--- src/hw/rtl/iir4_pkg.sv ---
// ----------------------------------------------------------------------------
// iir4_pkg
// Shared widths, register codes, reset values, control types and the
// saturating Q15/Q31 helpers of the fourth-order IIR filter.
// ----------------------------------------------------------------------------
`default_nettype none

package iir4_pkg;

    localparam int SAMPLE_W = 16;
    localparam int ACC_W    = 32;
    localparam int DIGIT_W  = 4;
    localparam int DIGITS   = SAMPLE_W / DIGIT_W;
    localparam int STEP_W   = $clog2(DIGITS);
    localparam int PP_W     = SAMPLE_W + DIGIT_W + 1;
    localparam int LO_W     = SAMPLE_W - DIGIT_W;
    localparam int CFG_IDX_W = 3;
    localparam int TERM_W    = 4;

    typedef logic signed [SAMPLE_W-1:0] t_sample;
    typedef logic signed [ACC_W-1:0]    t_acc;
    typedef logic [CFG_IDX_W-1:0]       t_cfg_idx;
    typedef logic [TERM_W-1:0]          t_term;

    localparam t_cfg_idx REG_NUM_OUTER  = 3'd0;
    localparam t_cfg_idx REG_NUM_INNER  = 3'd1;
    localparam t_cfg_idx REG_NUM_CENTER = 3'd2;
    localparam t_cfg_idx REG_DEN_FIRST  = 3'd3;
    localparam t_cfg_idx REG_DEN_SECOND = 3'd4;
    localparam t_cfg_idx REG_DEN_THIRD  = 3'd5;
    localparam t_cfg_idx REG_DEN_FOURTH = 3'd6;

    localparam t_sample RST_NUM_OUTER  = 16'sd1170;
    localparam t_sample RST_NUM_INNER  = 16'sd39;
    localparam t_sample RST_NUM_CENTER = 16'sd1891;
    localparam t_sample RST_DEN_FIRST  = 16'sd26401;
    localparam t_sample RST_DEN_SECOND = 16'sd30783;
    localparam t_sample RST_DEN_THIRD  = 16'sd16132;
    localparam t_sample RST_DEN_FOURTH = 16'sd5043;

    localparam t_term TERM_FB_D1   = 4'd0;
    localparam t_term TERM_FB_D2   = 4'd1;
    localparam t_term TERM_FB_D3   = 4'd2;
    localparam t_term TERM_FB_D4   = 4'd3;
    localparam t_term TERM_FF_W    = 4'd4;
    localparam t_term TERM_FF_D1   = 4'd5;
    localparam t_term TERM_FF_D2   = 4'd6;
    localparam t_term TERM_FF_D3   = 4'd7;
    localparam t_term TERM_FF_D4   = 4'd8;

    typedef enum logic [4:0] {
        S_IDLE = 5'b00001,
        S_MUL  = 5'b00010,
        S_ACC  = 5'b00100,
        S_W    = 5'b01000,
        S_Y    = 5'b10000
    } t_state;

    typedef struct packed {
        logic init;
        logic clr;
        logic step;
        logic sub;
    } t_acc_ctl;

    function automatic t_acc sat_add(input t_acc a, input t_acc b, input logic sub);
        logic signed [ACC_W:0] s;
        t_acc                  r;
        if (sub) begin
            s = {a[ACC_W-1], a} - {b[ACC_W-1], b};
        end else begin
            s = {a[ACC_W-1], a} + {b[ACC_W-1], b};
        end
        if (s[ACC_W] != s[ACC_W-1]) begin
            r = s[ACC_W] ? {1'b1, {(ACC_W-1){1'b0}}} : {1'b0, {(ACC_W-1){1'b1}}};
        end else begin
            r = s[ACC_W-1:0];
        end
        return r;
    endfunction

    function automatic t_acc frac_dbl(input t_acc p);
        t_acc r;
        if (p[ACC_W-1] != p[ACC_W-2]) begin
            r = p[ACC_W-1] ? {1'b1, {(ACC_W-1){1'b0}}} : {1'b0, {(ACC_W-1){1'b1}}};
        end else begin
            r = {p[ACC_W-2:0], 1'b0};
        end
        return r;
    endfunction

    function automatic t_sample round_dbl(input t_acc a);
        t_acc    r;
        t_sample hi;
        t_sample q;
        r  = sat_add(a, t_acc'(32'sh0000_8000), 1'b0);
        hi = r[ACC_W-1:ACC_W-SAMPLE_W];
        if (hi[SAMPLE_W-1] != hi[SAMPLE_W-2]) begin
            q = hi[SAMPLE_W-1] ? {1'b1, {(SAMPLE_W-1){1'b0}}}
                               : {1'b0, {(SAMPLE_W-1){1'b1}}};
        end else begin
            q = {hi[SAMPLE_W-2:0], 1'b0};
        end
        return q;
    endfunction

endpackage

`default_nettype wire

--- src/hw/rtl/iir_fourth_order_df2_q15.sv ---
// ----------------------------------------------------------------------------
// iir_fourth_order_df2_q15
// Fourth-order direct form II IIR filter on signed Q15 samples.
//
// Input channel: i_in_valid / o_in_stall with i_sample_in; a transfer takes
// place when valid is high and stall is low. Output channel: o_out_valid /
// i_out_stall with o_sample_out, one result per input sample.
// Coefficients are written through i_cfg_we / i_cfg_index / i_cfg_data;
// the user must write them only while the filter is idle, as the block
// itself does not enforce it; indexes beyond the list are dropped.
// Each sample runs nine products through one digit-serial multiplier,
// each followed by handover and accumulation; a new sample is taken only
// once the result is loaded. o_in_stall is high while a sample is in work.
// A finished result waits in the output register; a new sample is accepted
// meanwhile, but its own result holds until the receiver drops stall.
// Reset restores the default coefficients and clears the delay line.
// ----------------------------------------------------------------------------
`default_nettype none

module iir_fourth_order_df2_q15 (
    input  wire logic                           i_clk,
    input  wire logic                           i_rst_n,
    input  wire logic                           i_in_valid,
    output logic                                o_in_stall,
    input  wire logic signed [15:0]             i_sample_in,
    output logic                                o_out_valid,
    input  wire logic                           i_out_stall,
    output logic signed [15:0]                  o_sample_out,
    input  wire logic                           i_cfg_we,
    input  wire logic [iir4_pkg::CFG_IDX_W-1:0] i_cfg_index,
    input  wire logic [15:0]                    i_cfg_data
);

    iir4_pkg::t_state  r_state, n_state;
    iir4_pkg::t_term   r_term, n_term;
    iir4_pkg::t_term   sel;
    iir4_pkg::t_sample r_num_outer, r_num_inner, r_num_center;
    iir4_pkg::t_sample r_den_first, r_den_second, r_den_third, r_den_fourth;
    iir4_pkg::t_sample r_d1, r_d2, r_d3, r_d4;
    iir4_pkg::t_sample r_w;
    iir4_pkg::t_sample r_out;
    logic              r_out_valid;

    logic               in_xfer;
    logic               out_free;
    logic               mul_start;
    logic               mul_done;
    iir4_pkg::t_acc     mul_prod;
    iir4_pkg::t_sample  op_a, op_b;
    iir4_pkg::t_acc_ctl acc_ctl;
    iir4_pkg::t_sample  acc_rnd;
    logic               y_load;

    assign in_xfer  = i_in_valid && (r_state == iir4_pkg::S_IDLE);
    assign out_free = !r_out_valid || !i_out_stall;

    always_comb begin
        n_state   = r_state;
        n_term    = r_term;
        sel       = r_term;
        mul_start = 1'b0;
        acc_ctl   = '0;
        y_load    = 1'b0;
        unique case (r_state)
            iir4_pkg::S_IDLE: begin
                sel = iir4_pkg::TERM_FB_D1;
                if (in_xfer) begin
                    acc_ctl.init = 1'b1;
                    mul_start    = 1'b1;
                    n_term       = iir4_pkg::TERM_FB_D1;
                    n_state      = iir4_pkg::S_MUL;
                end
            end
            iir4_pkg::S_MUL: begin
                if (mul_done) begin
                    n_state = iir4_pkg::S_ACC;
                end
            end
            iir4_pkg::S_ACC: begin
                acc_ctl.step = 1'b1;
                acc_ctl.sub  = (r_term < iir4_pkg::TERM_FF_W);
                sel          = r_term + 1'b1;
                priority if (r_term == iir4_pkg::TERM_FB_D4) begin
                    n_state = iir4_pkg::S_W;
                end else if (r_term == iir4_pkg::TERM_FF_D4) begin
                    n_state = iir4_pkg::S_Y;
                end else begin
                    mul_start = 1'b1;
                    n_term    = r_term + 1'b1;
                    n_state   = iir4_pkg::S_MUL;
                end
            end
            iir4_pkg::S_W: begin
                sel         = iir4_pkg::TERM_FF_W;
                acc_ctl.clr = 1'b1;
                mul_start   = 1'b1;
                n_term      = iir4_pkg::TERM_FF_W;
                n_state     = iir4_pkg::S_MUL;
            end
            iir4_pkg::S_Y: begin
                if (out_free) begin
                    y_load  = 1'b1;
                    n_state = iir4_pkg::S_IDLE;
                end
            end
            default: begin
                n_state = iir4_pkg::S_IDLE;
            end
        endcase
    end

    always_comb begin
        unique case (sel)
            iir4_pkg::TERM_FB_D1: begin op_a = r_den_first;  op_b = r_d1; end
            iir4_pkg::TERM_FB_D2: begin op_a = r_den_second; op_b = r_d2; end
            iir4_pkg::TERM_FB_D3: begin op_a = r_den_third;  op_b = r_d3; end
            iir4_pkg::TERM_FB_D4: begin op_a = r_den_fourth; op_b = r_d4; end
            iir4_pkg::TERM_FF_W:  begin op_a = r_num_outer;  op_b = acc_rnd; end
            iir4_pkg::TERM_FF_D1: begin op_a = r_num_inner;  op_b = r_d1; end
            iir4_pkg::TERM_FF_D2: begin op_a = r_num_center; op_b = r_d2; end
            iir4_pkg::TERM_FF_D3: begin op_a = r_num_inner;  op_b = r_d3; end
            iir4_pkg::TERM_FF_D4: begin op_a = r_num_outer;  op_b = r_d4; end
            default:              begin op_a = '0;           op_b = '0;   end
        endcase
    end

    iir4_dsmul u_mul (
        .i_clk   (i_clk),
        .i_rst_n (i_rst_n),
        .i_start (mul_start),
        .i_a     (op_a),
        .i_b     (op_b),
        .o_done  (mul_done),
        .o_prod  (mul_prod)
    );

    iir4_sacc u_acc (
        .i_clk  (i_clk),
        .i_ctl  (acc_ctl),
        .i_x    (i_sample_in),
        .i_prod (mul_prod),
        .o_rnd  (acc_rnd)
    );

    always_ff @(posedge i_clk) begin
        if (!i_rst_n) begin
            r_state      <= iir4_pkg::S_IDLE;
            r_term       <= iir4_pkg::TERM_FB_D1;
            r_out_valid  <= 1'b0;
            r_num_outer  <= iir4_pkg::RST_NUM_OUTER;
            r_num_inner  <= iir4_pkg::RST_NUM_INNER;
            r_num_center <= iir4_pkg::RST_NUM_CENTER;
            r_den_first  <= iir4_pkg::RST_DEN_FIRST;
            r_den_second <= iir4_pkg::RST_DEN_SECOND;
            r_den_third  <= iir4_pkg::RST_DEN_THIRD;
            r_den_fourth <= iir4_pkg::RST_DEN_FOURTH;
            r_d1         <= '0;
            r_d2         <= '0;
            r_d3         <= '0;
            r_d4         <= '0;
        end else begin
            r_state <= n_state;
            r_term  <= n_term;
            if (y_load) begin
                r_out_valid <= 1'b1;
                r_d1        <= r_w;
                r_d2        <= r_d1;
                r_d3        <= r_d2;
                r_d4        <= r_d3;
            end else if (!i_out_stall) begin
                r_out_valid <= 1'b0;
            end
            if (i_cfg_we) begin
                unique case (i_cfg_index)
                    iir4_pkg::REG_NUM_OUTER:  r_num_outer  <= i_cfg_data;
                    iir4_pkg::REG_NUM_INNER:  r_num_inner  <= i_cfg_data;
                    iir4_pkg::REG_NUM_CENTER: r_num_center <= i_cfg_data;
                    iir4_pkg::REG_DEN_FIRST:  r_den_first  <= i_cfg_data;
                    iir4_pkg::REG_DEN_SECOND: r_den_second <= i_cfg_data;
                    iir4_pkg::REG_DEN_THIRD:  r_den_third  <= i_cfg_data;
                    iir4_pkg::REG_DEN_FOURTH: r_den_fourth <= i_cfg_data;
                    default: ;
                endcase
            end
        end
    end

    always_ff @(posedge i_clk) begin
        if (r_state == iir4_pkg::S_W) begin
            r_w <= acc_rnd;
        end
        if (y_load) begin
            r_out <= acc_rnd;
        end
    end

    assign o_in_stall   = (r_state != iir4_pkg::S_IDLE);
    assign o_out_valid  = r_out_valid;
    assign o_sample_out = r_out;

endmodule

`default_nettype wire

--- src/hw/rtl/iir4_dsmul.sv ---
// ----------------------------------------------------------------------------
// iir4_dsmul
// Digit-serial signed 16x16 multiplier: the multiplier operand shifts out
// four bits per cycle, the partial sum shifts right into a low register.
// ----------------------------------------------------------------------------
`default_nettype none

module iir4_dsmul (
    input  wire logic             i_clk,
    input  wire logic             i_rst_n,
    input  wire logic             i_start,
    input  wire iir4_pkg::t_sample i_a,
    input  wire iir4_pkg::t_sample i_b,
    output logic                  o_done,
    output iir4_pkg::t_acc        o_prod
);

    logic                                r_busy;
    logic [iir4_pkg::STEP_W-1:0]         r_step;
    logic                                r_done;
    iir4_pkg::t_sample                   r_a;
    logic [iir4_pkg::SAMPLE_W-1:0]       r_b;
    logic signed [iir4_pkg::PP_W-1:0]    r_hi;
    logic [iir4_pkg::LO_W-1:0]           r_lo;
    iir4_pkg::t_acc                      r_prod;

    logic                                last;
    logic signed [iir4_pkg::DIGIT_W:0]   digit;
    logic signed [iir4_pkg::PP_W-1:0]    pp;
    logic signed [iir4_pkg::PP_W-1:0]    n_sum;

    assign last = (r_step == iir4_pkg::STEP_W'(iir4_pkg::DIGITS - 1));

    always_comb begin
        if (last) begin
            digit = {r_b[iir4_pkg::DIGIT_W-1], r_b[iir4_pkg::DIGIT_W-1:0]};
        end else begin
            digit = {1'b0, r_b[iir4_pkg::DIGIT_W-1:0]};
        end
        pp    = iir4_pkg::PP_W'(r_a) * iir4_pkg::PP_W'(digit);
        n_sum = r_hi + pp;
    end

    always_ff @(posedge i_clk) begin
        if (!i_rst_n) begin
            r_busy <= 1'b0;
            r_step <= '0;
            r_done <= 1'b0;
        end else begin
            r_done <= 1'b0;
            if (i_start) begin
                r_busy <= 1'b1;
                r_step <= '0;
            end else if (r_busy) begin
                r_step <= r_step + 1'b1;
                if (last) begin
                    r_busy <= 1'b0;
                    r_done <= 1'b1;
                end
            end
        end
    end

    always_ff @(posedge i_clk) begin
        if (i_start) begin
            r_a  <= i_a;
            r_b  <= i_b;
            r_hi <= '0;
        end else if (r_busy) begin
            r_b  <= r_b >> iir4_pkg::DIGIT_W;
            r_hi <= n_sum >>> iir4_pkg::DIGIT_W;
            r_lo <= {n_sum[iir4_pkg::DIGIT_W-1:0], r_lo[iir4_pkg::LO_W-1:iir4_pkg::DIGIT_W]};
            if (last) begin
                r_prod <= {n_sum[iir4_pkg::ACC_W-iir4_pkg::LO_W-1:0], r_lo};
            end
        end
    end

    assign o_done = r_done;
    assign o_prod = r_prod;

endmodule

`default_nettype wire

--- src/hw/rtl/iir4_sacc.sv ---
// ----------------------------------------------------------------------------
// iir4_sacc
// Saturating Q31 accumulator: loads the halved sample or zero, adds or
// subtracts doubled products, and presents the rounded, doubled Q15 value.
// ----------------------------------------------------------------------------
`default_nettype none

module iir4_sacc (
    input  wire logic              i_clk,
    input  wire iir4_pkg::t_acc_ctl i_ctl,
    input  wire iir4_pkg::t_sample  i_x,
    input  wire iir4_pkg::t_acc     i_prod,
    output iir4_pkg::t_sample       o_rnd
);

    iir4_pkg::t_acc r_acc;
    iir4_pkg::t_acc n_acc;

    always_comb begin
        priority if (i_ctl.init) begin
            n_acc = {i_x[iir4_pkg::SAMPLE_W-1], i_x[iir4_pkg::SAMPLE_W-1:1],
                     {(iir4_pkg::ACC_W-iir4_pkg::SAMPLE_W){1'b0}}};
        end else if (i_ctl.clr) begin
            n_acc = '0;
        end else if (i_ctl.step) begin
            n_acc = iir4_pkg::sat_add(r_acc, iir4_pkg::frac_dbl(i_prod), i_ctl.sub);
        end else begin
            n_acc = r_acc;
        end
    end

    always_ff @(posedge i_clk) begin
        r_acc <= n_acc;
    end

    assign o_rnd = iir4_pkg::round_dbl(r_acc);

endmodule

`default_nettype wire
--- config.mk ---
export PLATFORM = sky130hd
export DESIGN_NAME = iir_fourth_order_df2_q15
export DESIGN_NICKNAME = d
export VERILOG_FILES = /design/src/hw/rtl/iir4_pkg.sv /design/src/hw/rtl/iir_fourth_order_df2_q15.sv /design/src/hw/rtl/iir4_dsmul.sv /design/src/hw/rtl/iir4_sacc.sv
export SDC_FILE = /design/constraint.sdc
export NUM_CORES = 1
export LEC_CHECK = 0
export BUFFER_PORTS_ARGS = -buffer_cell sky130_fd_sc_hd__buf_4
export CAP_MARGIN = 25
export CORE_MARGIN = 4
export CORE_UTILIZATION = 60
export CTS_CLUSTER_SIZE = 14
export DETAILED_ROUTE_END_ITERATION = 10
export MAX_ROUTING_LAYER = met4
export PLACE_DENSITY = 0.77
export SKIP_LAST_GASP = 1
export SYNTH_ARGS = -nofsm -noshare
export SYNTH_HDL_FRONTEND = slang
export SYNTH_SLANG_ARGS = --single-unit
--- constraint.sdc ---
create_clock -name i_clk -period 11.9 [get_ports i_clk]
set_input_delay 1.785 -clock i_clk [delete_from_list [all_inputs] [get_ports i_clk]]
set_output_delay 1.785 -clock i_clk [all_outputs]
set_load 0.02 [all_outputs]
== Word level (Yosys, flattened, before mapping) ==
Cells that the tools add are included.
Word-level totals
  latch bits: 0
  flip-flop bits (word level): 347
  memories: 0
  logic and storage cells: 148
  bits in writable memories: 0
  input port bits: 40
  bits in read-only memories: 0
Cells by class
  div/mod/pow operators: 0
  shift-type cells: 0
  multiplexer cells: 49
  reduce and logical (&&, ||, !) cells: 29
  equality and inequality tests: 33
  $mul: 1
  add/subtract/negate cells: 6
  bitwise gates (word level): 3
  order comparisons: 1
Operators with widths (count)
  two-way mux 32 bit: 12
  two-way mux 33 bit: 4
  case mux 16 bit (7 select lines): 1
  case mux 16 bit (5 select lines): 1
  two-way mux 16 bit: 4
  adder 32 x 17 -> 33 bit (second input constant): 1
  adder 32 x 32 -> 33 bit: 1
  subtractor 32 x 32 -> 33 bit: 1
  two-way mux 5 bit: 6
  case mux 5 bit (5 select lines): 1
  case mux 4 bit (3 select lines): 2
  adder 17 x 21 -> 21 bit: 1
  multiplier 16 x 5 -> 21 bit: 1
  equality test 4 x 3 -> 1 bit (second input constant): 4
  AND reduction 2 bit: 8
  OR reduction 2 bit: 8
  two-way mux 1 bit: 13
  equality test 4 x 2 -> 1 bit (second input constant): 3
  two-way mux 4 bit: 3
  equality test 3 bit (second input constant): 3
  equality test 4 bit (second input constant): 2
  inequality test 2 bit (second input constant): 4
  equality test 3 x 2 -> 1 bit (second input constant): 2
  AND reduction 3 bit: 2
  26 further kinds: 34

== Logic depth before layout (Yosys ltp) ==
  depth in word-level cells: 15
  mapped depth: 26
  depth with buffers taken out: 22

== Cells and area by module ==
Synthesis repeated with hierarchy kept, for this count alone.
Unflattened totals
  cell total of the unflattened synthesis: 2527
  area total of the unflattened synthesis: 21758.4 sq um
Modules (own cells, without submodules)
  iir_fourth_order_df2_q15: cells an instance 1317, area each 10359.9 sq um, instances 1
  iir4_dsmul: cells an instance 575, area each 6670.1 sq um, instances 1
  iir4_sacc: cells an instance 635, area each 4728.3 sq um, instances 1

== Least setup slack after synthesis ==
Ideal clock, no wire load.
  kind: reg2reg
  from: register u_mul.r_step[0] (netlist name)
  to: register u_mul.r_prod[31], in the netlist u_mul.o_prod[31], data pin
  buffers on the path: 1
  library setup time: 258 ps
  cell stages (with the launch flop): 23
  setup slack: 6606 ps
  data required time: 11642 ps
  data arrival time: 5036 ps
  path through: dfxtp_1 -> ha_1 -> nand2_1 -> clkbuf_1 -> inv_1 -> fa_1 -> inv_1 -> fa_1 -> fa_1 -> inv_1 -> fa_1 -> inv_1 -> fa_1 -> inv_1 -> a21o_1 -> a21oi_1 -> o21bai_1 -> a31o_2 -> a41oi_1 -> a21oi_1 -> a211oi_1 -> o21bai_1 -> xnor2_1
Between the ends
  cells in the longest elaborated chain, start to end: 4
Ends and longest elaborated chain
  start, declared: line iir4_dsmul.sv:19  | logic [iir4_pkg::STEP_W-1:0] r_step;
  start signal, assigned: line iir4_dsmul.sv:55  | r_step <= r_step + 1'b1;
  equality test 2 bit: line iir4_dsmul.sv:32  | assign last = (r_step == iir4_pkg::STEP_W'(iir4_pkg::DIGITS - 1));
  via u_mul.last: line iir4_dsmul.sv:27  | logic last;
  two-way mux 5 bit: line iir4_dsmul.sv:35  | if (last) begin
  multiplier 16 x 5 -> 21 bit: line iir4_dsmul.sv:40  | pp = iir4_pkg::PP_W'(r_a) * iir4_pkg::PP_W'(digit);
  adder 17 x 21 -> 21 bit: line iir4_dsmul.sv:41  | n_sum = r_hi + pp;
  via u_mul.n_sum, one bit: line iir4_dsmul.sv:30  | logic signed [iir4_pkg::PP_W-1:0] n_sum;
  end signal, assigned: line iir4_dsmul.sv:74  | r_prod <= {n_sum[iir4_pkg::ACC_W-iir4_pkg::LO_W-1:0], r_lo};
  end, declared: line iir4_dsmul.sv:25  | iir4_pkg::t_acc r_prod;
The timed path passes the listed nets, and every way through them passes these cells.
A chain may end at the register's enable or synchronous reset.

== Worst setup path in the final report ==
  from: register u_mul.r_prod[31], in the netlist u_mul.o_prod[31]
  to: register u_acc.r_acc[26], data pin
Between the ends
  cells in the longest elaborated chain, start to end: 15
  elaborated cells on any way between the ends: 18
  classes of those cells: add/sub (2); eq/ne (2); mux (14)
Ends and longest elaborated chain
  two-way mux 32 bit / inequality test 1 bit (equally long branches): line iir4_pkg.sv:85, iir4_pkg.sv:84
  two-way mux 32 bit (*): line iir4_pkg.sv:84  | if (p[ACC_W-1] != p[ACC_W-2]) begin
  two-way mux 32 bit (*): line iir4_sacc.sv:25  | end else if (i_ctl.step) begin
  two-way mux 32 bit (*): line iir4_sacc.sv:23  | end else if (i_ctl.clr) begin
  two-way mux 32 bit (*): line iir4_sacc.sv:20  | priority if (i_ctl.init) begin
  adder 32 x 32 -> 33 bit / subtractor 32 x 32 -> 33 bit (equally long branches): line iir4_pkg.sv:72, iir4_pkg.sv:70
  two-way mux 33 bit (*): line iir4_pkg.sv:69  | if (sub) begin
  two-way mux 33 bit (*): line iir4_sacc.sv:25
  two-way mux 33 bit (*): line iir4_sacc.sv:23
  two-way mux 33 bit (*): line iir4_sacc.sv:20
  two-way mux 32 bit / inequality test 1 bit (equally long branches): line iir4_pkg.sv:75, iir4_pkg.sv:74
  two-way mux 32 bit (*): line iir4_pkg.sv:74  | if (s[ACC_W] != s[ACC_W-1]) begin
  two-way mux 32 bit (*): line iir4_sacc.sv:25
  two-way mux 32 bit (*): line iir4_sacc.sv:23
  two-way mux 32 bit (*): line iir4_sacc.sv:20
  via u_acc.n_acc[26]: line iir4_sacc.sv:17  | iir4_pkg::t_acc n_acc;
  end signal, assigned: line iir4_sacc.sv:33  | r_acc <= n_acc;
  end, declared: line iir4_sacc.sv:16  | iir4_pkg::t_acc r_acc;
The timed path passes the listed nets; every way through them passes the cells marked *. The select of a mux whose other input is x is not followed.

==> results.sh <==
export IMPL_antenna_found_initial=0
export IMPL_grt_pass1_vias=15817
export IMPL_vias_per_cell=5.97
export IMPL_place_ws_ns=5.36
export IMPL_maxCapViolCount=0
export IMPL_place_gp_congestion=0.900
export IMPL_maxSlewHeadroom_pct=32.7
export IMPL_cts_tree="built"
export IMPL_synth_top_cell_area_share_pct=22.4
export IMPL_ys_warn_count=0
export IMPL_layout_cells_non_filler=2719
export IMPL_grt_max_degree=128
export IMPL_ir_worst_vdd_uv=277
export IMPL_clk_latency_ns=0.53
export IMPL_r2r_start="u_mul.o_prod[31]"
export IMPL_num_rows=66
export IMPL_grtUsageMet3_pct=4.29
export IMPL_core_area_um2=32600
export IMPL_yosysUniqueCellTypes=70
export IMPL_r2r_end="u_acc.r_acc[26]"
export IMPL_synth_edf_count=124
export IMPL_synth_common_cells="nand2_1, dfxtp_1, a21boi_0"
export IMPL_skew_ns=0.0103
export IMPL_chipHeight_um=190
export IMPL_synth_seq_cells=347
export IMPL_cts_path_max_buffers=3
export IMPL_io_buffers=56
export IMPL_syn2layout_area_growth_pct=10.2
export IMPL_cp_data_arrival_time_ns=7.01
export IMPL_syn_area_um2=19900
export IMPL_ys_seq_area_share_pct=41.2
export IMPL_use_met2_pct=43.3
export IMPL_busiest_layer="met2"
export IMPL_dieArea_um2=36100
export IMPL_first_iter_violations=1612
export IMPL_fin_nets=2436
export IMPL_synth_area_leader_cell="dfxtp_1"
export IMPL_wirelength_um=49500
export IMPL_rsz0062_at_grt="false"
export IMPL_die_w_um=190
export IMPL_holdPathStages=0
export IMPL_gr_usage_met1_pct=37.2
export IMPL_reg2reg_slack_ns=5.24
export IMPL_start_kind="flop"
export IMPL_n_antenna_cell=0
export IMPL_numCtsBuffers=38
export IMPL_crit_required_ns=12.25
export IMPL_hold_path_endpoint="u_mul.o_prod[3]"
export IMPL_start_util_pct=61.0
export IMPL_fmax_mhz=150
export IMPL_dp_cells=2649
export IMPL_drtAntennaViolNets=0
export IMPL_power_per_cell_area_nw_per_um2=253
export IMPL_yosysMostFrequentCell="nand2_1"
export IMPL_async_reset_ff_share_pct=0
export IMPL_cts_sinks=347
export IMPL_grt_ovfl_total=0
export IMPL_status="finished clean"
export IMPL_synth_cells=2228
export IMPL_min_from="u_mul.r_lo[3]"
export IMPL_cp_end_kind="flop"
export IMPL_ios=58
export IMPL_remaining_drc_errors=0
export IMPL_worst_path_max_fanout=30
export IMPL_period_share_pct=56.0
export IMPL_synth_area_leaders="dfxtp_1, edfxtp_1, nand2_1"
export IMPL_track_usage_pct=27.7
export IMPL_dpl_hpwl_um=32900
export IMPL_drt_first_pass_iters=7
export IMPL_path_clk_slew_ns=0.06
export IMPL_fin_util_pct=67.2
export IMPL_wl_per_cell_um=18.2
export IMPL_hp_class="flop to flop"
export IMPL_num_vias=16225
export IMPL_setup_tns_ns=0
export IMPL_r2r_cells=20
export IMPL_post_cts_setup_buffer_count=0
export IMPL_worst_slew_pin_slew_ns=1.01
export IMPL_h_tree_depth=2
export IMPL_report_final_slew_viol_count=0
export IMPL_layout_drive_gt1_share_pct=7.86
export IMPL_hold_viol_final=0
export IMPL_worst_slack_ns=5.24
export IMPL_clk_root_buffer_cell="clkbuf_16"
export IMPL_final_setup_viol_count=0
export IMPL_hold_buffers=0
export IMPL_ys_flop_type="dfxtp_1"
export IMPL_critPathKind="flop to flop"
export IMPL_p_leak_nw=8.67
export IMPL_power_w=0.00554
export IMPL_grt_pass1_wl_um=79800
export IMPL_syn_nets=2416
export IMPL_avgSynthCellArea_um2=8.93
export IMPL_final_min_clock_period_ns=6.66
export IMPL_cts_resized=0
-- cell families (layout without fill, tap and decap cells) --
family,Yosys count,count (layout),synth area share [%]
mux,17,17,0.862
simple gates,856,856,19.2
fa+ha+maj,148,148,11.8
xor+xnor,99,99,4.40
flops,347,347,41.2
compound gates,528,528,18.0
buf+inv,233,282,4.54
-- where the power goes --
group          internal (W)  switching [W]  total (W)  leakage, nW
Clock              0.000650       0.000474    0.00112        0.576
Sequential          0.00150       0.000106    0.00160         2.95
Combinational       0.00113        0.00168    0.00281         5.15
-- worst max path at each step --
stage               depth (start not counted)              from  slack [ns]                to
floorplan                                  22   u_mul.r_step[0]        6.61  u_mul.o_prod[31]
global placement                           20  u_mul.o_prod[31]        5.50   u_acc.r_acc[23]
detailed placement                         20  u_mul.o_prod[31]        5.36   u_acc.r_acc[16]
CTS                                        20  u_mul.o_prod[31]        5.34   u_acc.r_acc[26]
global route                               20  u_mul.o_prod[31]        4.81   u_acc.r_acc[26]
finish                                     20  u_mul.o_prod[31]        5.24   u_acc.r_acc[26]
-- cell usage in the layout (no fill, tap or decap), drive strengths merged, types with 12 or more instances in the layout --
| cell | n |
|---|---|
| nor2 | 104 |
| a21o | 39 |
| mux2i | 16 |
| clkinv | 12 |
| nand4 | 13 |
| xor2 | 40 |
| nor3 | 30 |
| and2 | 67 |
| a222oi | 46 |
| clkbuf | 51 |
| xnor2 | 59 |
| fa | 67 |
| nand2b | 19 |
| a21boi | 135 |
| nand2 | 478 |
| nand3 | 90 |
| a21oi | 117 |
| dfxtp | 223 |
| o21ai | 115 |
| buf | 88 |
| ha | 81 |
| edfxtp | 124 |
| inv | 127 |
-- through the flow --
stage / hold slack [ns] / cell area [um^2]
5_1_grt: 0.426 / 21900
2_1_floorplan: 0.400 / 19900
6_report: 0.419 / 21900
4_1_cts: 0.415 / 21900
3_3_place_gp: 0.402 / 20700
3_5_place_dp: 0.405 / 20700
-- critical path, stage by stage (launching register included) --
cell and delay (ns):
edfxtp_1 0.49, ha_1 0.32, buf_4 0.23, inv_1 0.35, nand2_1 0.58, o21a_1 0.32
or2_2 0.32, o21ai_0 0.35, nand2_1 0.12, xor2_1 0.16, a21oi_1 0.13, ha_1 0.28
a21o_1 0.19, a21o_1 0.16, a21oi_1 0.27, nor3b_1 0.44, o21ai_0 0.23, xnor2_2 0.81
or2_1 0.26, nand2_2 0.20, o211ai_1 0.26
-- cell type report --
type	count	area [um^2]
Sequential cell	347	8190
Tap cell	442	553
Timing Repair Buffer	88	688
Multi-Input combinational cell	1648	10800
Clock buffer	51	1060
Clock inverter	18	126
Inverter	125	469
Fill cell	2586	10700
-- routing by layer --
metal	routed length, um	vias up
met5	0	-
met4	1740	0
met3	4180	132
met2	22400	684
met1	21100	7673
li1	-	7736
(Power assumes the default switching activity.)
